## config.mk

```make
export PLATFORM = sky130hd
export DESIGN_NAME = lca_gain
export DESIGN_NICKNAME = d
export VERILOG_FILES = /design/src/sv/lightmap_color_adjust_assert.svh /design/src/sv/lca_pkg.sv /design/src/sv/lca_gain.sv
export SDC_FILE = /design/constraint.sdc
export NUM_CORES = 2
export LEC_CHECK = 0
export BUFFER_PORTS_ARGS = -buffer_cell sky130_fd_sc_hd__buf_2
export CAP_MARGIN = 20
export CORE_MARGIN = 2
export CORE_UTILIZATION = 25
export DETAILED_ROUTE_END_ITERATION = 10
export HOLD_SLACK_MARGIN = 0.05
export SLEW_MARGIN = 10
export SYNTH_ARGS = -nofsm -noshare
export SYNTH_HDL_FRONTEND = slang
export SYNTH_SLANG_ARGS = --single-unit
```

## constraint.sdc

```tcl
create_clock -name clk -period 18.15 [get_ports clk]
set_input_delay 3.63 -clock clk [delete_from_list [all_inputs] [get_ports clk]]
set_output_delay 3.63 -clock clk [all_outputs]
set_load 0.02 [all_outputs]
```

## src/sv/lightmap_color_adjust_assert.svh

```systemverilog
// Assertion helpers shared by the lightmap color adjust RTL.
// Each check is a clocked implication, disabled while reset is high.
`ifndef LIGHTMAP_COLOR_ADJUST_ASSERT_SVH
`define LIGHTMAP_COLOR_ADJUST_ASSERT_SVH

`ifndef SYNTHESIS

// Same-cycle implication.
`define LCA_CHECK(label, clk, rst, ante, cons) \
  label: assert property (@(posedge clk) disable iff (rst) (ante) |-> (cons)) \
    else $error("lightmap_color_adjust: check failed");

// Implication after a fixed number of cycles.
`define LCA_CHECK_DLY(label, clk, rst, ante, dly, cons) \
  label: assert property (@(posedge clk) disable iff (rst) (ante) |-> ##dly (cons)) \
    else $error("lightmap_color_adjust: delayed check failed");

`else

`define LCA_CHECK(label, clk, rst, ante, cons)
`define LCA_CHECK_DLY(label, clk, rst, ante, dly, cons)

`endif

`endif

```

## src/sv/lca_pkg.sv

```systemverilog
package lca_pkg;

  // Field and register widths
  localparam int CH_W       = 8;
  localparam int CAT_W      = 2;
  localparam int FRAC_W     = 8;
  localparam int SCALE_W    = 9;
  localparam int GAIN_W     = 12;
  localparam int MASK_W     = 2;
  localparam int OFF_W      = 9;
  localparam int CFG_DATA_W = 12;
  localparam int CFG_IDX_W  = 2;
  localparam int NCH        = 3;

  // Datapath widths (Q.8 intermediates)
  localparam int QC_W      = CH_W + FRAC_W;          // channel in Q.8, unsigned
  localparam int DIFF_W    = QC_W + 1;               // channel minus midpoint
  localparam int SAT_W     = QC_W + 2;               // after saturation, signed
  localparam int SPROD_W   = DIFF_W + SCALE_W + 1;   // difference times scale
  localparam int GPROD_W   = SAT_W + GAIN_W + 1;     // channel times gain
  localparam int MOD_W     = 22;                     // after modulate, signed
  localparam int MAG_W     = MOD_W - 1;              // magnitude and divisor
  localparam int QUO_W     = 19;                     // quotient magnitude bits
  localparam int NUM_W     = MAG_W + 2 * FRAC_W;     // magnitude times 255*256
  localparam int OUT_SUM_W = MOD_W + 1;              // quotient plus offset

  localparam logic [QC_W-1:0]    CHAN_FULL = 16'hFF00;
  localparam logic [SCALE_W-1:0] SCALE_ONE = 9'd256;
  localparam logic [GAIN_W-1:0]  GAIN_ONE  = 12'd256;
  localparam logic [MASK_W-1:0]  MASK_ALL  = 2'b11;

  // Register stages per unit
  localparam int SAT_STAGES  = 4;
  localparam int GAIN_STAGES = 2;
  localparam int PREP_STAGES = 1;
  localparam int DIV_STAGES  = QUO_W + 2;
  localparam int OUT_STAGES  = 1;

  typedef enum logic [CFG_IDX_W-1:0] {
    REG_SAT    = 2'd0,
    REG_GAIN   = 2'd1,
    REG_MASK   = 2'd2,
    REG_OFFSET = 2'd3
  } cfg_reg_t;

  typedef struct packed {
    logic [CH_W-1:0]  in_red;
    logic [CH_W-1:0]  in_green;
    logic [CH_W-1:0]  in_blue;
    logic [CAT_W-1:0] category;
  } item_t;

  typedef struct packed {
    logic [CH_W-1:0] out_red;
    logic [CH_W-1:0] out_green;
    logic [CH_W-1:0] out_blue;
  } result_t;

  typedef struct packed {
    logic                       valid;
    logic [CAT_W-1:0]           category;
    logic [NCH-1:0][SAT_W-1:0]  chan;
  } sat_bus_t;

  typedef struct packed {
    logic                       valid;
    logic [NCH-1:0][MOD_W-1:0]  chan;
  } mod_bus_t;

  typedef struct packed {
    logic             valid;
    logic             neg;
    logic [MAG_W-1:0] mag;
    logic [MAG_W-1:0] den;
  } div_in_t;

  typedef struct packed {
    logic             valid;
    logic [MOD_W-1:0] q;
  } div_out_t;

endpackage

```

## src/sv/lca_gain.sv

```systemverilog
module lca_gain (
  input  logic                         clk,
  input  logic                         rst,
  input  lca_pkg::sat_bus_t            sat_in,
  input  logic [lca_pkg::GAIN_W-1:0]   gain,
  input  logic [lca_pkg::MASK_W-1:0]   mask,
  output lca_pkg::mod_bus_t            mod_out
);
  import lca_pkg::*;

  logic                       v4, hit4;
  logic signed [GPROD_W-1:0]  prod4 [NCH];
  logic signed [SAT_W-1:0]    chan4 [NCH];

  // Multiply by the gain and decide whether the category hits the mask
  always_ff @(posedge clk) begin
    if (rst) begin
      v4 <= 1'b0;
    end else begin
      v4 <= sat_in.valid;
    end
    hit4 <= |(sat_in.category & mask);
    for (int i = 0; i < NCH; i++) begin
      prod4[i] <= GPROD_W'($signed(sat_in.chan[i])) * GPROD_W'($signed({1'b0, gain}));
      chan4[i] <= $signed(sat_in.chan[i]);
    end
  end

  // Drop the fraction of the product (floor), or pass the channel on a miss
  always_ff @(posedge clk) begin
    if (rst) begin
      mod_out.valid <= 1'b0;
    end else begin
      mod_out.valid <= v4;
    end
    for (int i = 0; i < NCH; i++) begin
      mod_out.chan[i] <= hit4 ? MOD_W'(prod4[i] >>> FRAC_W) : MOD_W'(chan4[i]);
    end
  end

endmodule

```

==> impl_metrics.yaml <==
power:
  ir_drop_mv: 0.186
  p_sw_w: 0.00307
  clockPowerShare_pct: 7.0
  p_per_area_nw_per_um2: 194
  power_w: 0.00594
  seq_power_share_pct: 11.1
  netSwitchingFraction_pct: 51.7
  p_comb_share_pct: 81.8
  p_leak_nw: 15.4
  p_int_w: 0.00287
floorplan:
  initial_utilization_pct: 25.1
  die_area_sq_um: 114000
  die_y_um: 337
  core_sq_um: 110000
  rows: 122
  die_x_um: 337
  top_level_ports: 140
routing:
  wl_per_cell_um: 14.2
  drc: 0
  drt-total-wl_um: 64500
  viasPerCell: 4.19
  drt_first_pass_iters: 5
  drtIter0Drc: 813
  postRouteAntennaNets: 0
  vias: 19039
sta:
  clock.fmax_ghz: 0.108
  slew_violations: 0
  finalClockSkew_ps: 21.7
  setup_slack_ps: 8930
  period_share_pct: 50.8
  finalCriticalPeriod_ps: 9220
  hold_viol: 0
  relSlewSlack_pct: 8.95
  worstMarginPinSlew_ps: 1350
  setup_viol: 0
  setup_tns_ps: 0
  rsz0062_at_grt: "no"
clock_network:
  cts-root-buf: "clkbuf_16"
  hold_buffers: 0
  clk_pin_slew_ps: 110
  cts.sinks: 189
  cts_tree: "done"
  cts_buffers: 17
  clockBufferDepth: 2
  htreeDepth: 4
  cts_setup_buffers: 0
  cts.repair.resized: 0
  insertion_delay_ps: 530
placed_design:
  hpwl_um: 50200
  pre_cts_ws_ps: 8630
  place_area_sq_um: 29900
  gp_congestion: 0.824
  port_buffers: 139
grt:
  track_usage_pct: 12.0
  antenna_found_initial: 10
  grt_max_degree: 70
  grt_overflow: 0
  grt_pass1_vias: 19955
  grt_pass1_wl_um: 106000
outcome:
  outcome: "finished, final reports clean"
cells_and_area:
  postLayoutCellArea_sq_um: 30600
  n_fill_cell: 11730
  final_layout_size_suffix_gt1_share_pct: 8.29
  final_common_cell: "inv_1"
  final_cell_mix: "796 x inv_1, 582 x fa_1, 402 x nand2_1"
  area_delta_synth_final_pct: 10.2
  nNetsFinal: 3887
  final_util_pct: 27.7
logic_synthesis:
  synth.ff_latch_count: 189
  avgSynthCellArea_sq_um: 9.25
  synth.yosys.seq_area_share_pct: 13.6
  yosysWarnings: 0
  postSynthCellCount: 2999
  synthAdderAreaFrac_pct: 50.7
  netlist_area_sq_um: 27700
  synth_top_family_by_area: "adder cells"
  syn-num-nets: 3846
  ys_types: 66
  ys_async_sr_fraction_pct: 0
  synth_compound_area_share_pct: 4.18
  ys.flop_type: "dfxtp_1"
  post_synth_and_or_nand_nor_area_fraction_pct: 14.7
  synthXorXnorAreaFrac_pct: 2.21
  muxShareOfSynthArea_pct: 2.07
  synth_edf_count: 0
job:
  maxCapViolCount: 0
worst_setup_path:
  cp_common_cell: "fa_1"
  crit_arrival_ps: 9700
  slowest_stage: "o31ai_1"
  cp_max_fo: 54
  cp-start-kind: "input port"
  rr_worst_depth: 2
  crit_path_end_kind: "register"
  crit_type: "input port to register"
  path_cells: "buf_2, buf_4, nand2_1, fa_1, fa_1, fa_1, inv_1, fa_1, inv_1, fa_1, inv_1, ha_1, a21oi_1, o21bai_1, o31ai_1, a211oi_1, or2_2, a31oi_1"
  slowest_delay_ps: 1110
  worstPathRequired_ps: 18620
min_path:
  hold_path_class: "register to register"
  hold-path-cell-count: 2
[through the flow]
step / std cells / hold WS [ps]
3_5_place_dp: 4508 / 418
6_report: 4544 / 434
2_1_floorplan: 2999 / 400
3_3_place_gp: 4508 / 419
5_1_grt: 4542 / 457
4_1_cts: 4540 / 436
[power by group through the flow]
| stage | Sequential, W | Clock [W] | Combinational, W |
|---|---|---|---|
| 3_5_place_dp | 0.000675 | 0 | 0.00483 |
| 2_1_floorplan | 0.000711 | 0 | 0.00372 |
| 6_report | 0.000661 | 0.000418 | 0.00486 |
| 5_1_grt | 0.000674 | 0.000451 | 0.00555 |
| 3_3_place_gp | 0.000677 | 0 | 0.00475 |
| 4_1_cts | 0.000667 | 0.000440 | 0.00487 |
[flip-flops by register name, indices dropped and copies added (netlist names)]
register  flops
mod_out      67
v4            1
chan4        54
prod4        66
hit4          1
[synthesized netlist by cell type (all sizes together) (15+ instances only)]
cell type    n  share of area (%)
and2       300                6.8
xnor2       50                1.6
ha         192                8.7
fa         582                 42
nor2        35               0.47
xor2        20               0.63
o21a        15               0.41
a21oi       43               0.80
nor3        16               0.37
o21ai       27               0.50
mux2        51                2.1
clkbuf     125                1.7
nand2      402                5.4
dfxtp      189                 14
inv        796                 11
[worst paths after layout]
path / start / end / slack, ps
hold / removal: prod4[0][58] / mod_out[41] / 430
hold reg to reg: prod4[0][58] / mod_out[41] / 430
setup reg to reg: hit4 / mod_out[54] / 16620
setup / recovery: gain[4] / prod4[0][27] / 8930
[kinds of logic after synthesis]
kind of cell	after synthesis
buffers and inverters	926
XOR/XNOR	70
adder cells (fa/ha/maj)	774
AND/OR/NAND/NOR	823
AO/OA/AOI/OAI	166
multiplexers	51
flip-flops	189
[layer usage]
metal	share of wire, %	GRT usage [%]	vias up
met5	0.16	0	-
met2	48	19.7	371
li1	-	-	8795
met3	4.8	2.37	71
met4	2.0	3.21	16
met1	45	16.1	9786
[final cells by class]
cell class / instances / area (sq um) / area share, %
Inverter: 796 / 2990 / 9.78
Clock buffer: 18 / 439 / 1.44
Tap cell: 1488 / 1860 / 6.09
Timing Repair Buffer: 152 / 813 / 2.66
Multi-Input combinational cell: 1884 / 20500 / 67.0
Clock inverter: 14 / 183 / 0.598
Antenna cell: 3 / 7.51 / 0.0246
Sequential cell: 189 / 3790 / 12.4
[critical path, delay by kind of cell]
kind                       cells  cell delay (ps)
and+or+nand+nor                2              540
AOI/OAI and AO/OA              5             1840
buffers and inverters          5              790
adders and majority gates      6             2870
Note: power is estimated with default switching activity, not from simulation.
