## src/sv/lightmap_color_adjust_assert.svh

```systemverilog
// Assertion helpers shared by the lightmap color adjust RTL.
// Each check is a clocked implication, disabled while reset is high.
`ifndef LIGHTMAP_COLOR_ADJUST_ASSERT_SVH
`define LIGHTMAP_COLOR_ADJUST_ASSERT_SVH

`ifndef SYNTHESIS

// Same-cycle implication.
`define LCA_CHECK(label, clk, rst, ante, cons) \
  label: assert property (@(posedge clk) disable iff (rst) (ante) |-> (cons)) \
    else $error("lightmap_color_adjust: check failed");

// Implication after a fixed number of cycles.
`define LCA_CHECK_DLY(label, clk, rst, ante, dly, cons) \
  label: assert property (@(posedge clk) disable iff (rst) (ante) |-> ##dly (cons)) \
    else $error("lightmap_color_adjust: delayed check failed");

`else

`define LCA_CHECK(label, clk, rst, ante, cons)
`define LCA_CHECK_DLY(label, clk, rst, ante, dly, cons)

`endif

`endif

```

## src/sv/lca_pkg.sv

```systemverilog
package lca_pkg;

  // Field and register widths
  localparam int CH_W       = 8;
  localparam int CAT_W      = 2;
  localparam int FRAC_W     = 8;
  localparam int SCALE_W    = 9;
  localparam int GAIN_W     = 12;
  localparam int MASK_W     = 2;
  localparam int OFF_W      = 9;
  localparam int CFG_DATA_W = 12;
  localparam int CFG_IDX_W  = 2;
  localparam int NCH        = 3;

  // Datapath widths (Q.8 intermediates)
  localparam int QC_W      = CH_W + FRAC_W;          // channel in Q.8, unsigned
  localparam int DIFF_W    = QC_W + 1;               // channel minus midpoint
  localparam int SAT_W     = QC_W + 2;               // after saturation, signed
  localparam int SPROD_W   = DIFF_W + SCALE_W + 1;   // difference times scale
  localparam int GPROD_W   = SAT_W + GAIN_W + 1;     // channel times gain
  localparam int MOD_W     = 22;                     // after modulate, signed
  localparam int MAG_W     = MOD_W - 1;              // magnitude and divisor
  localparam int QUO_W     = 19;                     // quotient magnitude bits
  localparam int NUM_W     = MAG_W + 2 * FRAC_W;     // magnitude times 255*256
  localparam int OUT_SUM_W = MOD_W + 1;              // quotient plus offset

  localparam logic [QC_W-1:0]    CHAN_FULL = 16'hFF00;
  localparam logic [SCALE_W-1:0] SCALE_ONE = 9'd256;
  localparam logic [GAIN_W-1:0]  GAIN_ONE  = 12'd256;
  localparam logic [MASK_W-1:0]  MASK_ALL  = 2'b11;

  // Register stages per unit
  localparam int SAT_STAGES  = 4;
  localparam int GAIN_STAGES = 2;
  localparam int PREP_STAGES = 1;
  localparam int DIV_STAGES  = QUO_W + 2;
  localparam int OUT_STAGES  = 1;

  typedef enum logic [CFG_IDX_W-1:0] {
    REG_SAT    = 2'd0,
    REG_GAIN   = 2'd1,
    REG_MASK   = 2'd2,
    REG_OFFSET = 2'd3
  } cfg_reg_t;

  typedef struct packed {
    logic [CH_W-1:0]  in_red;
    logic [CH_W-1:0]  in_green;
    logic [CH_W-1:0]  in_blue;
    logic [CAT_W-1:0] category;
  } item_t;

  typedef struct packed {
    logic [CH_W-1:0] out_red;
    logic [CH_W-1:0] out_green;
    logic [CH_W-1:0] out_blue;
  } result_t;

  typedef struct packed {
    logic                       valid;
    logic [CAT_W-1:0]           category;
    logic [NCH-1:0][SAT_W-1:0]  chan;
  } sat_bus_t;

  typedef struct packed {
    logic                       valid;
    logic [NCH-1:0][MOD_W-1:0]  chan;
  } mod_bus_t;

  typedef struct packed {
    logic             valid;
    logic             neg;
    logic [MAG_W-1:0] mag;
    logic [MAG_W-1:0] den;
  } div_in_t;

  typedef struct packed {
    logic             valid;
    logic [MOD_W-1:0] q;
  } div_out_t;

endpackage

```

## src/sv/lca_sat.sv

```systemverilog
module lca_sat (
  input  logic                          clk,
  input  logic                          rst,
  input  logic                          in_valid,
  input  lca_pkg::item_t                item,
  input  logic [lca_pkg::SCALE_W-1:0]   sat_scale,
  output lca_pkg::sat_bus_t             sat_out
);
  import lca_pkg::*;

  logic                     v0, v1, v2;
  logic [CH_W-1:0]          ch0 [NCH];
  logic [CH_W-1:0]          ch1 [NCH];
  logic [CH_W-1:0]          ch2 [NCH];
  logic [CAT_W-1:0]         cat0, cat1, cat2;
  logic [CH_W-1:0]          lo, hi;
  logic [QC_W-1:0]          mid, mid1, mid2;
  logic signed [DIFF_W-1:0] diff [NCH];
  logic signed [DIFF_W-1:0] diff1 [NCH];
  logic signed [SPROD_W-1:0] prod2 [NCH];
  logic [SAT_W-1:0]         chan_next [NCH];

  // Capture the item
  always_ff @(posedge clk) begin
    if (rst) begin
      v0 <= 1'b0;
    end else begin
      v0 <= in_valid;
    end
    ch0[0] <= item.in_red;
    ch0[1] <= item.in_green;
    ch0[2] <= item.in_blue;
    cat0   <= item.category;
  end

  // Find the midpoint of min and max, take each channel's distance from it
  always_comb begin
    lo = ch0[0];
    hi = ch0[0];
    for (int i = 1; i < NCH; i++) begin
      if (ch0[i] < lo) lo = ch0[i];
      if (ch0[i] > hi) hi = ch0[i];
    end
    mid = {(CH_W + 1)'(lo) + (CH_W + 1)'(hi), {(FRAC_W - 1){1'b0}}};
    for (int i = 0; i < NCH; i++) begin
      diff[i] = $signed({1'b0, ch0[i], {FRAC_W{1'b0}}}) - $signed({1'b0, mid});
    end
  end

  always_ff @(posedge clk) begin
    if (rst) begin
      v1 <= 1'b0;
    end else begin
      v1 <= v0;
    end
    for (int i = 0; i < NCH; i++) begin
      diff1[i] <= diff[i];
      ch1[i]   <= ch0[i];
    end
    mid1 <= mid;
    cat1 <= cat0;
  end

  // Scale the distance
  always_ff @(posedge clk) begin
    if (rst) begin
      v2 <= 1'b0;
    end else begin
      v2 <= v1;
    end
    for (int i = 0; i < NCH; i++) begin
      prod2[i] <= SPROD_W'(diff1[i]) * SPROD_W'($signed({1'b0, sat_scale}));
      ch2[i]   <= ch1[i];
    end
    mid2 <= mid1;
    cat2 <= cat1;
  end

  // Add back the midpoint, or pass the channel when the scale is unity
  always_comb begin
    for (int i = 0; i < NCH; i++) begin
      if (sat_scale != SCALE_ONE) begin
        chan_next[i] = $signed({2'b00, mid2}) + SAT_W'(prod2[i] >>> FRAC_W);
      end else begin
        chan_next[i] = {2'b00, ch2[i], {FRAC_W{1'b0}}};
      end
    end
  end

  always_ff @(posedge clk) begin
    if (rst) begin
      sat_out.valid <= 1'b0;
    end else begin
      sat_out.valid <= v2;
    end
    sat_out.category <= cat2;
    for (int i = 0; i < NCH; i++) begin
      sat_out.chan[i] <= chan_next[i];
    end
  end

endmodule

```

## config.mk

```make
export PLATFORM = sky130hd
export DESIGN_NAME = lca_sat
export DESIGN_NICKNAME = d
export VERILOG_FILES = /design/src/sv/lightmap_color_adjust_assert.svh /design/src/sv/lca_pkg.sv /design/src/sv/lca_sat.sv
export SDC_FILE = /design/constraint.sdc
export NUM_CORES = 1
export LEC_CHECK = 0
export BUFFER_PORTS_ARGS = -buffer_cell sky130_fd_sc_hd__buf_2
export CAP_MARGIN = 20
export CORE_UTILIZATION = 63
export CTS_CLUSTER_DIAMETER = 80
export DETAILED_ROUTE_END_ITERATION = 10
export PLACE_DENSITY = 0.84
export SYNTH_ARGS = -nofsm -noshare
export SYNTH_HDL_FRONTEND = slang
export SYNTH_SLANG_ARGS = --single-unit
```

## constraint.sdc

```tcl
create_clock -name clk -period 9.68 [get_ports clk]
set_clock_uncertainty 0.15 [all_clocks]
set_input_delay 0.484 -clock clk [delete_from_list [all_inputs] [get_ports clk]]
set_output_delay 0.484 -clock clk [all_outputs]
set_load 0.01 [all_outputs]
```

==> qor.csv <==
stage,metric,value,unit
global_routing,grtUsageMet3,3.171,%
routing,drt_iter0_markers,820,
routing,viasPerCell,5.493,
worst_hold_path,hold_path_class,primary input to flip-flop,
sta,period_share,80.92,%
sta,drv_slew,0,
global_routing,grt_remaining_overflow,0,
floorplan,die_area,0.03028,sq mm
global_routing,grt_pass1_vias,14093,
worst_setup_path,crit_type,flip-flop to flip-flop,
global_routing,antenna_found_initial,0,
sta,rsz0062_at_grt,no,
synth,netlist_area,0.01864,sq mm
cts,cts_sinks,237,
synth,synth-seq-cells,237,
sta,worst_slew_pin_slew,1042,ps
routing,drt.antenna.violating_nets,0,
sta,fin_ws,1847,ps
worst_setup_path,r2r_start,ch0[0][3],
cts,hold_buffers,26,
floorplan,fp.dieH,174.0,um
cts,cts_root_buffer,clkbuf_16,
cells_and_area,most-common-layout-cells,"inv_1 (318), fa_1 (238), dfxtp_1 (237)",
worst_setup_path,critical_path_required,9930,ps
cells_and_area,antennaDiodeCount,0,
placed_design,numPortBuffers,94,
global_routing,grt_pass1_wl,70900,um
routing,wirelength,42900,um
routing,dr.pass1.iters,6,
cts,post_cts_buffers,0,
synth,synth_cell_types,51,
cts,cts-buffers-inserted,26,
cts,cts_resized,0,
worst_setup_path,startpoint,ch0[0][3],
floorplan,core,0.02894,sq mm
worst_setup_path,cp-start-kind,flip-flop,
cts,cts_tree,done,
cts,clkLatencyLatePin,530,ps
cts,htreeDepth,1,
sta,relSlewSlack,30.02,%
global_routing,track_usage,29.74,%
cells_and_area,syn_to_final_growth,10.58,%
sta,fin_tns_setup,0,ps
worst_hold_path,min-delay-start,in_valid,
worst_setup_path,crit_fanout,9,
global_routing,grt_util_met2,50.38,%
cts,clockBufferDepth,3,
global_routing,busiest_layer,met2,
cells_and_area,fill_cells,2045,
worst_setup_path,cp_slowest_cell,dfxtp_1,
routing,wl_per_cell,18.00,um
routing,drc,0,
run_status,outcome,"finished, final reports clean",
floorplan,initial_core_util,64.42,%
sta,fmax,127.7,MHz
floorplan,boundaryPins,95,
synth,syn_inst,1871,
floorplan,fp-row-count,62,
synth,syn_avg_cell_area,9.963,sq um
flow_run,maxCapViolCount,0,
synth,synth_nets,2343,
sta,min_period,7833,ps
cts,path_clk_slew,60,ps
cells_and_area,layout-drive-gt1-share,8.754,%
placed_design,place_worst_setup_slack,1926,ps
cells_and_area,mostFrequentLayoutCell,inv_1,
sta,hold_viol,0,
worst_setup_path,setup.worst_path.end_class,flip-flop,
synth,synth_warnings,0,
worst_setup_path,cp.arrival,8090,ps
placed_design,gp_congestion,0.8823,
routing,vias,13091,
worst_setup_path,slowest_delay,480,ps
global_routing,grtUsageMet1,38.84,%
placed_design,hpwl,33180,um
global_routing,grt_max_degree,37,
cells_and_area,nets,2455,
sta,setup_viol_count_final,0,
synth,seq_area_frac_synth,25.45,%
floorplan,die_w,174.0,um
[state kept, by name (all words and copies together) (netlist names)]
name / flops
cat0: 2
diff1: 27
mid2: 9
ch0: 24
ch2: 24
cat1: 2
v1: 1
v2: 1
mid1: 9
sat_out: 57
cat2: 2
v0: 1
prod2: 54
ch1: 24
[critical path, delay by kind of cell (launching register included)]
family                     cells  cell delay (ps)
adders and majority gates      9             2850
AOI/OAI and AO/OA              9             2030
muxes                          2              680
and+or+nand+nor                6              660
DFF                            1              480
buffers and inverters          3              440
xor gates and xnor gates       2              420
[cell usage after synthesis (all sizes together)]
cell type / count / area, sq um
buf: 3 / 12.51
dfxtp: 237 / 4745
nor3b: 3 / 22.52
xnor2: 90 / 807.0
o22ai: 1 / 6.260
nand4: 4 / 25.02
a2bb2oi: 2 / 17.52
inv: 318 / 1194
nor4: 1 / 6.260
ha: 196 / 2452
mux2i: 28 / 280.3
o21a: 17 / 127.6
a31oi: 3 / 18.77
nor3: 10 / 50.05
nand2b: 18 / 112.6
mux2: 1 / 11.26
nor2b: 22 / 137.6
nor4b: 3 / 26.28
fa: 238 / 4765
nand3b: 1 / 7.510
and4: 2 / 17.52
and3: 11 / 68.82
o21bai: 8 / 60.06
a31o: 2 / 17.52
o22a: 1 / 8.760
and2: 185 / 1157
a211oi: 5 / 42.54
clkbuf: 37 / 138.9
o31ai: 12 / 90.09
a21boi: 7 / 52.55
nor2: 47 / 183.9
or2: 2 / 12.51
a21o: 27 / 202.7
o211ai: 3 / 22.52
a21oi: 68 / 351.6
o41a: 1 / 11.26
o21ai: 58 / 294.0
nand2: 142 / 533.0
nand3: 4 / 20.02
maj3: 24 / 270.3
xor2: 27 / 244.0
a41oi: 1 / 8.760
or4: 1 / 7.510
[worst paths after layout]
| kind | end | slack (ps) | cells after the start |
|---|---|---|---|
| setup / recovery | diff1[0][49] | 1850 | 31 |
| hold / removal | v0 | 60 | 2 |
| setup reg to reg | diff1[0][49] | 1850 | 31 |
| hold reg to reg | ch2[0][22] | 180 | 0 |
[metrics by stage]
stage / instances / hold slack [ps] / util [%] / area, sq um
after detailed placement: 2312 / 162.1 / 67.26 / 19460
after global routing: 2383 / 64.62 / 71.24 / 20610
final: 2383 / 64.51 / 71.24 / 20610
after floorplan: 1871 / 159.6 / - / 18640
after CTS: 2382 / 3.525 / 71.20 / 20600
after global placement: 2312 / 160.4 / 67.26 / 19460
[routing by layer]
metal / routed length, um / part of all wire [%] / vias up
met5: 0 / 0 / -
met4: 2034 / 4.7 / 0
met3: 2221 / 5.2 / 127
met2: 20780 / 48 / 430
met1: 17870 / 42 / 6451
li1: - / - / 6083
[kinds of logic after synthesis]
group	Yosys count	share of synthesized area [%]
AO/OA/AOI/OAI	216	7.149
buffers and inverters	358	7.216
XOR/XNOR	117	5.638
AND/OR/NAND/NOR	456	12.81
adder cells (fa/ha/maj)	458	40.17
flip-flops	237	25.45
multiplexers	29	1.564
[cell type report]
type	count	area, sq um	area share, %
clock buffers	33	728.2	3.533
clock inverters	11	151.4	0.7345
inverters	318	1194	5.791
multi-input cells	1276	12550	60.89
flip-flops and latches	237	4745	23.02
well taps	384	480.5	2.331
repair buffers	124	763.2	3.703
Power is left out: the tool's default activity adds up to more than one toggle a clock period on the data nets, which glitch-free logic cannot reach.
