$ cat src/sv/lightmap_color_adjust_assert.svh
// Assertion helpers shared by the lightmap color adjust RTL.
// Each check is a clocked implication, disabled while reset is high.
`ifndef LIGHTMAP_COLOR_ADJUST_ASSERT_SVH
`define LIGHTMAP_COLOR_ADJUST_ASSERT_SVH

`ifndef SYNTHESIS

// Same-cycle implication.
`define LCA_CHECK(label, clk, rst, ante, cons) \
  label: assert property (@(posedge clk) disable iff (rst) (ante) |-> (cons)) \
    else $error("lightmap_color_adjust: check failed");

// Implication after a fixed number of cycles.
`define LCA_CHECK_DLY(label, clk, rst, ante, dly, cons) \
  label: assert property (@(posedge clk) disable iff (rst) (ante) |-> ##dly (cons)) \
    else $error("lightmap_color_adjust: delayed check failed");

`else

`define LCA_CHECK(label, clk, rst, ante, cons)
`define LCA_CHECK_DLY(label, clk, rst, ante, dly, cons)

`endif

`endif

$ cat src/sv/lca_pkg.sv
package lca_pkg;

  // Field and register widths
  localparam int CH_W       = 8;
  localparam int CAT_W      = 2;
  localparam int FRAC_W     = 8;
  localparam int SCALE_W    = 9;
  localparam int GAIN_W     = 12;
  localparam int MASK_W     = 2;
  localparam int OFF_W      = 9;
  localparam int CFG_DATA_W = 12;
  localparam int CFG_IDX_W  = 2;
  localparam int NCH        = 3;

  // Datapath widths (Q.8 intermediates)
  localparam int QC_W      = CH_W + FRAC_W;          // channel in Q.8, unsigned
  localparam int DIFF_W    = QC_W + 1;               // channel minus midpoint
  localparam int SAT_W     = QC_W + 2;               // after saturation, signed
  localparam int SPROD_W   = DIFF_W + SCALE_W + 1;   // difference times scale
  localparam int GPROD_W   = SAT_W + GAIN_W + 1;     // channel times gain
  localparam int MOD_W     = 22;                     // after modulate, signed
  localparam int MAG_W     = MOD_W - 1;              // magnitude and divisor
  localparam int QUO_W     = 19;                     // quotient magnitude bits
  localparam int NUM_W     = MAG_W + 2 * FRAC_W;     // magnitude times 255*256
  localparam int OUT_SUM_W = MOD_W + 1;              // quotient plus offset

  localparam logic [QC_W-1:0]    CHAN_FULL = 16'hFF00;
  localparam logic [SCALE_W-1:0] SCALE_ONE = 9'd256;
  localparam logic [GAIN_W-1:0]  GAIN_ONE  = 12'd256;
  localparam logic [MASK_W-1:0]  MASK_ALL  = 2'b11;

  // Register stages per unit
  localparam int SAT_STAGES  = 4;
  localparam int GAIN_STAGES = 2;
  localparam int PREP_STAGES = 1;
  localparam int DIV_STAGES  = QUO_W + 2;
  localparam int OUT_STAGES  = 1;

  typedef enum logic [CFG_IDX_W-1:0] {
    REG_SAT    = 2'd0,
    REG_GAIN   = 2'd1,
    REG_MASK   = 2'd2,
    REG_OFFSET = 2'd3
  } cfg_reg_t;

  typedef struct packed {
    logic [CH_W-1:0]  in_red;
    logic [CH_W-1:0]  in_green;
    logic [CH_W-1:0]  in_blue;
    logic [CAT_W-1:0] category;
  } item_t;

  typedef struct packed {
    logic [CH_W-1:0] out_red;
    logic [CH_W-1:0] out_green;
    logic [CH_W-1:0] out_blue;
  } result_t;

  typedef struct packed {
    logic                       valid;
    logic [CAT_W-1:0]           category;
    logic [NCH-1:0][SAT_W-1:0]  chan;
  } sat_bus_t;

  typedef struct packed {
    logic                       valid;
    logic [NCH-1:0][MOD_W-1:0]  chan;
  } mod_bus_t;

  typedef struct packed {
    logic             valid;
    logic             neg;
    logic [MAG_W-1:0] mag;
    logic [MAG_W-1:0] den;
  } div_in_t;

  typedef struct packed {
    logic             valid;
    logic [MOD_W-1:0] q;
  } div_out_t;

endpackage

$ cat src/sv/lca_div.sv
`include "lightmap_color_adjust_assert.svh"

module lca_div (
  input  logic              clk,
  input  logic              rst,
  input  lca_pkg::div_in_t  div_in,
  output lca_pkg::div_out_t div_out
);
  import lca_pkg::*;

  logic             vld   [QUO_W+1];
  logic             neg_s [QUO_W+1];
  logic [MAG_W-1:0] den_s [QUO_W+1];
  logic [MAG_W-1:0] rem_s [QUO_W+1];
  logic [QUO_W-1:0] low_s [QUO_W+1];
  logic [NUM_W-1:0] num;
  logic [MOD_W-1:0] qmag, q_next;

  // Dividend is the magnitude times 255*256; its top bits start the remainder
  assign num = {div_in.mag, {(2 * FRAC_W){1'b0}}}
             - {{FRAC_W{1'b0}}, div_in.mag, {FRAC_W{1'b0}}};

  always_ff @(posedge clk) begin
    if (rst) begin
      vld[0] <= 1'b0;
    end else begin
      vld[0] <= div_in.valid;
    end
    neg_s[0] <= div_in.neg;
    den_s[0] <= div_in.den;
    rem_s[0] <= MAG_W'(num[NUM_W-1:QUO_W]);
    low_s[0] <= num[QUO_W-1:0];
  end

  // One quotient bit per stage: shift in a dividend bit, subtract if it fits
  for (genvar k = 0; k < QUO_W; k++) begin : g_step
    logic [MAG_W:0] trial;
    logic           fits;

    assign trial = {rem_s[k], low_s[k][QUO_W-1]};
    assign fits  = trial >= {1'b0, den_s[k]};

    always_ff @(posedge clk) begin
      if (rst) begin
        vld[k+1] <= 1'b0;
      end else begin
        vld[k+1] <= vld[k];
      end
      neg_s[k+1] <= neg_s[k];
      den_s[k+1] <= den_s[k];
      rem_s[k+1] <= fits ? MAG_W'(trial - {1'b0, den_s[k]}) : trial[MAG_W-1:0];
      low_s[k+1] <= {low_s[k][QUO_W-2:0], fits};
    end
  end

  // Restore the sign; a negative dividend with a remainder rounds down once more
  assign qmag   = {{(MOD_W - QUO_W){1'b0}}, low_s[QUO_W]};
  assign q_next = neg_s[QUO_W] ? (~qmag + MOD_W'(rem_s[QUO_W] == '0)) : qmag;

  always_ff @(posedge clk) begin
    if (rst) begin
      div_out.valid <= 1'b0;
    end else begin
      div_out.valid <= vld[QUO_W];
    end
    div_out.q <= q_next;
  end

  `LCA_CHECK(a_rem_init_fits, clk, rst, vld[0], rem_s[0] < den_s[0])
  `LCA_CHECK(a_den_floor, clk, rst, vld[0], den_s[0] >= MAG_W'(CHAN_FULL))
  `LCA_CHECK(a_rem_final_fits, clk, rst, vld[QUO_W], rem_s[QUO_W] < den_s[QUO_W])

endmodule

$ cat config.mk
export PLATFORM = sky130hd
export DESIGN_NAME = lca_div
export DESIGN_NICKNAME = d
export VERILOG_FILES = /design/src/sv/lca_pkg.sv /design/src/sv/lca_div.sv
export VERILOG_INCLUDE_DIRS = /design/src /design/src/sv
export SDC_FILE = /design/constraint.sdc
export NUM_CORES = 2
export LEC_CHECK = 0
export BUFFER_PORTS_ARGS = -buffer_cell sky130_fd_sc_hd__buf_2
export CAP_MARGIN = 20
export CORE_MARGIN = 2
export CORE_UTILIZATION = 45
export CTS_CLUSTER_DIAMETER = 60
export DETAILED_ROUTE_END_ITERATION = 6
export SETUP_SLACK_MARGIN = 0.2
export SLEW_MARGIN = 30
export SYNTH_ARGS = -nofsm -noshare
export SYNTH_HDL_FRONTEND = slang
export SYNTH_SLANG_ARGS = --single-unit
$ cat constraint.sdc
create_clock -name clk -period 3.3 [get_ports clk]
set_input_delay 0 -clock clk [delete_from_list [all_inputs] [get_ports clk]]
set_output_delay 0 -clock clk [all_outputs]
set_load 0.005 [all_outputs]
==> impl_summary.md <==
Timing
Setup violations remaining at the end of the flow were counted as 0. The portion of the clock cycle consumed by the worst path in the final layout is between 90% and 100%. Derived from the worst setup path, the maximum achievable clock frequency is approximately 0.33 GHz. For the final database, setup skew stands at between 70 and 80 ps. For the final routed database, the setup TNS stands at 0 ps. Subtracting the final worst setup slack from the clock period gives a little over 3000 ps. Setup repair after global routing could not meet its margin everywhere.

The hold violation total from the final report is 0. The worst-margin pin slew is 689.8 ps. The worst pin sits at a relative slew slack of 53.41%. The count of final max-slew check failures is 0.

Pwr
The post-route total power is about 64000 uW. The leakage power summed over all cells is about 0.026 uW. The power density of the placed cells is 1109 mW/mm^2. IR analysis of the VDD net gives a maximum drop of 559.5 uV.

Floorplanning
The starting utilization of the core area is a little under half. The floorplan has 120 rows. The count of boundary I/O pins is a little under 70.

The area of the die is about 0.11 sq mm. The area inside the core boundary is 0.1074 sq mm. Measured along the x axis, the die boundary spans approximately 330 microns. The vertical die dimension is 333.4 microns.

Clock network
Clock tree synthesis inserted a total of 120 buffers. The longest clock path from root to sink contains 3 buffers. The TritonCTS sink count is approximately 1100.

The clock tree from TritonCTS is yes. The number of levels the H-tree was split into is 3. The buffer type at the clock tree root is sky130_fd_sc_hd__clkbuf_16.

The clock transition at the register clock pins on the worst setup and hold paths after CTS is ~60 ps. The clock latency on the worst-skew pair is around 740 ps.

Logic synthesis
The most used flip-flop cell after synthesis is sky130_fd_sc_hd__dfxtp_1. The synthesis-stage register bit count is roughly 1100. The number of distinct library cells after synthesis is 91. The fraction of registers with async set/reset is 0%. The post-synthesis area per instance is about 9.8 sq um. The number of enable flip-flop cells after synthesis is 0. During synthesis, Yosys emitted a total of 0 warnings. Of the synthesized area, sequential elements account for 46.52%. Synthesis produced 4990 cells.

The synthesized net count is between 5000 and 6000. In this run the cell area of the synthesized design comes to between 0.04 and 0.05 sq mm.

Worst hold path
In this run the most critical hold path is launched from div_in[22]. The depth of the worst hold-timing path is 4. The worst hold path terminates at low_s[0][9].

The path class of the tightest hold or removal check is input pin to flop.

Drt
The count of TritonRoute iterations in the first routing pass is 5. Dividing the detail-routed wire length by the instance count gives between 15 and 20 microns. After detailed routing, the number of remaining DRC violations is 0.

The via count normalized by instance count is 5.062. The detailed router finished its first iteration with between 1500 and 2000 violations. The vias after detailed routing is 34440. The post-detailed-routing wire length is approximately 110 mm. The remaining number of nets flagged by the antenna check after routing is 0.

Flow run
The max-cap check violation count is 0.

Worst setup path
The kind of critical path is flop to flop. The startpoint identified for the worst register-to-register timing path is low_s[2][18]. The endpoint identified for the worst register-to-register timing path is rem_s[2][40]. Traced cell by cell, the critical path runs through inv_2, ha_4, inv_2, fa_2, a21o_1, a21oi_4, o21a_1, nor3_4, a41oi_2, o221a_4, and4_4, o21ai_4, buf_12, clkbuf_16, mux2_4. The kind of cell adding the most delay to the critical path is compound AO/OA/AOI/OAI gates. On the critical path, the stage with the largest delay is an instance of sky130_fd_sc_hd__fa_2. The most common cell type on the critical path is sky130_fd_sc_hd__inv_2. Across all register-to-register paths, the minimum setup slack is 240 ps. The worst path required time is slightly below 4000 ps. The number of buffers and inverters on the critical path is 4.

The worst setup path is launched from a flop. The worst register-to-register path has a depth of 15. The critical path endpoint category is a flop. In this run the worst path has a maximum fanout of 6. The arrival time of the worst setup path is about 3700 ps.

The largest stage delay on the critical path is between 300 and 400 ps.

Global route
The initial antenna violation count is 2. Summed over all layers, the global routing overflow is 0. The via count of the first global-routing pass is around 33000. The maximum number of pins on one net before global-route repair is 36. The total global-route track usage is roughly a fifth. The global-route wire length before repair is around 170 mm.

Placement
The congestion estimate from routability-driven global placement came to about 0.88. The number of input and output port buffers inserted is between 60 and 70. The post-DP HPWL is 80.85 mm.

Finish
The post-layout net count is 5772. After filler insertion, the fill cell instance count of the layout stands at 9554. From synthesis to final layout, the design area changed by 17.61%. The share of layout cells above drive strength 1 is between 10% and 20%.

Status
The run finished with clean final reports.
[per-layer routing]
metal / track usage (%) / wire length (microns)
met5: 0 / 0
met4: 7.144 / 3873
met3: 2.942 / 3653
met2: 32.54 / 51050
met1: 23.22 / 48460
[timing repair]
item,4_1_cts,5_1_grt
hold buffers,83,0
pin swaps,3,49
setup endpoints to repair,103,262
endpoints found under the hold margin,72,0
gates resized for setup,11,115
buffers inserted,2,25
gates cloned,0,8
[cells by family after synthesis]
kind of cell / Yosys count / synth area share [%]
AO/OA/AOI/OAI: 1233 / 16.13
AND/OR/NAND/NOR: 1025 / 10.11
multiplexers: 195 / 4.665
buffers and inverters: 625 / 5.026
adder cells (fa/ha/maj): 432 / 11.36
flip-flops: 1135 / 46.52
XOR/XNOR: 345 / 6.187
[worst max-delay path by stage]
stage	from	endpoint	slack, ps	cells past startpoint
after CTS	low_s[1][18]	rem_s[1][37]	200	13
after floorplan	low_s[0][56]	rem_s[0][65]	420	14
final	low_s[2][18]	rem_s[2][40]	240	15
after detailed placement	low_s[1][75]	rem_s[2][19]	110	13
after global routing	low_s[2][18]	rem_s[2][40]	140	15
after global placement	low_s[1][75]	rem_s[2][19]	150	13
[sequential cells by signal, summed over array words and instances (netlist names)]
signal and flops:
neg_s 20, vld 20, div_out 23, den_s 399, low_s 256, rem_s 417
[synth_stat cells (39+ instances only)]
| library cell | count | area share (%) |
|---|---|---|
| sky130_fd_sc_hd__o21a_1 | 70 | 1.1 |
| sky130_fd_sc_hd__a211oi_1 | 39 | 0.60 |
| sky130_fd_sc_hd__nand2_1 | 312 | 2.4 |
| sky130_fd_sc_hd__a21oi_1 | 359 | 3.7 |
| sky130_fd_sc_hd__dfxtp_1 | 1135 | 47 |
| sky130_fd_sc_hd__o21ai_0 | 290 | 3.0 |
| sky130_fd_sc_hd__nor2_1 | 267 | 2.1 |
| sky130_fd_sc_hd__nor3_1 | 55 | 0.56 |
| sky130_fd_sc_hd__nand4_1 | 46 | 0.59 |
| sky130_fd_sc_hd__xor2_1 | 141 | 2.5 |
| sky130_fd_sc_hd__o21bai_1 | 49 | 0.75 |
| sky130_fd_sc_hd__xnor2_1 | 204 | 3.7 |
| sky130_fd_sc_hd__a21o_1 | 144 | 2.2 |
| sky130_fd_sc_hd__ha_1 | 413 | 11 |
| sky130_fd_sc_hd__mux2_2 | 140 | 3.2 |
| sky130_fd_sc_hd__nand2b_1 | 46 | 0.59 |
| sky130_fd_sc_hd__inv_1 | 543 | 4.2 |
| sky130_fd_sc_hd__nand3_1 | 77 | 0.79 |
| sky130_fd_sc_hd__a31oi_1 | 43 | 0.55 |
| sky130_fd_sc_hd__nor2b_1 | 71 | 0.91 |
[metrics by stage]
step	instance area (sq um)	util, %	hold WS (ps)	instances	setup WS, ps
6_report	57440	53.51	194.4	6803	238.0
5_1_grt	57440	53.51	176.3	6803	143.0
4_1_cts	56540	52.67	110.5	6763	196.0
3_5_place_dp	51290	47.77	103.6	6458	112.9
3_3_place_gp	51290	47.77	102.8	6458	152.5
2_1_floorplan	48840	-	27.72	4990	418.6
[cells in the final DEF (no fill, tap or decap), types with 25 or more instances in the layout]
master	instances
sky130_fd_sc_hd__a211oi_1	32
sky130_fd_sc_hd__a21o_1	144
sky130_fd_sc_hd__a21oi_1	341
sky130_fd_sc_hd__a31oi_1	39
sky130_fd_sc_hd__and3_1	34
sky130_fd_sc_hd__buf_2	68
sky130_fd_sc_hd__buf_4	87
sky130_fd_sc_hd__clkbuf_16	126
sky130_fd_sc_hd__dfxtp_1	1131
sky130_fd_sc_hd__dlygate4sd3_1	82
sky130_fd_sc_hd__ha_1	409
sky130_fd_sc_hd__inv_1	539
sky130_fd_sc_hd__mux2_2	127
sky130_fd_sc_hd__mux2_4	42
sky130_fd_sc_hd__nand2_1	312
sky130_fd_sc_hd__nand2b_1	46
sky130_fd_sc_hd__nand3_1	76
sky130_fd_sc_hd__nand4_1	46
sky130_fd_sc_hd__nor2_1	267
sky130_fd_sc_hd__nor2b_1	70
sky130_fd_sc_hd__nor3_1	55
sky130_fd_sc_hd__o21a_1	69
sky130_fd_sc_hd__o21ai_0	283
sky130_fd_sc_hd__o21bai_1	49
sky130_fd_sc_hd__o31a_1	25
sky130_fd_sc_hd__o31ai_1	25
sky130_fd_sc_hd__xnor2_1	204
sky130_fd_sc_hd__xor2_1	141
[cell type report]
class	count	area, sq um	area share, %
Clock buffer	156	3338	5.812
Sequential cell	1135	22730	39.57
Multi-Input combinational cell	3230	24200	42.14
Tap cell	1403	1755	3.056
Antenna cell	8	20.02	0.03485
Timing Repair Buffer	263	2318	4.036
Clock inverter	64	1031	1.795
Inverter	544	2046	3.561
[worst register-to-register path: stages (launching register included)]
cell	delay (ps)
sky130_fd_sc_hd__dfxtp_2	320
sky130_fd_sc_hd__inv_2	70
sky130_fd_sc_hd__ha_4	130
sky130_fd_sc_hd__inv_2	40
sky130_fd_sc_hd__fa_2	360
sky130_fd_sc_hd__a21o_1	210
sky130_fd_sc_hd__a21oi_4	160
sky130_fd_sc_hd__o21a_1	190
sky130_fd_sc_hd__nor3_4	70
sky130_fd_sc_hd__a41oi_2	250
sky130_fd_sc_hd__o221a_4	250
sky130_fd_sc_hd__and4_4	230
sky130_fd_sc_hd__o21ai_4	70
sky130_fd_sc_hd__buf_12	150
sky130_fd_sc_hd__clkbuf_16	160
sky130_fd_sc_hd__mux2_4	300
[report_power, final]
group	internal (uW)	switching, uW
Combinational	14100	14800
Clock	8680	5690
Sequential	18000	2460
Total	40800	22900
No activity file was read; power rests on OpenSTA's default activity.
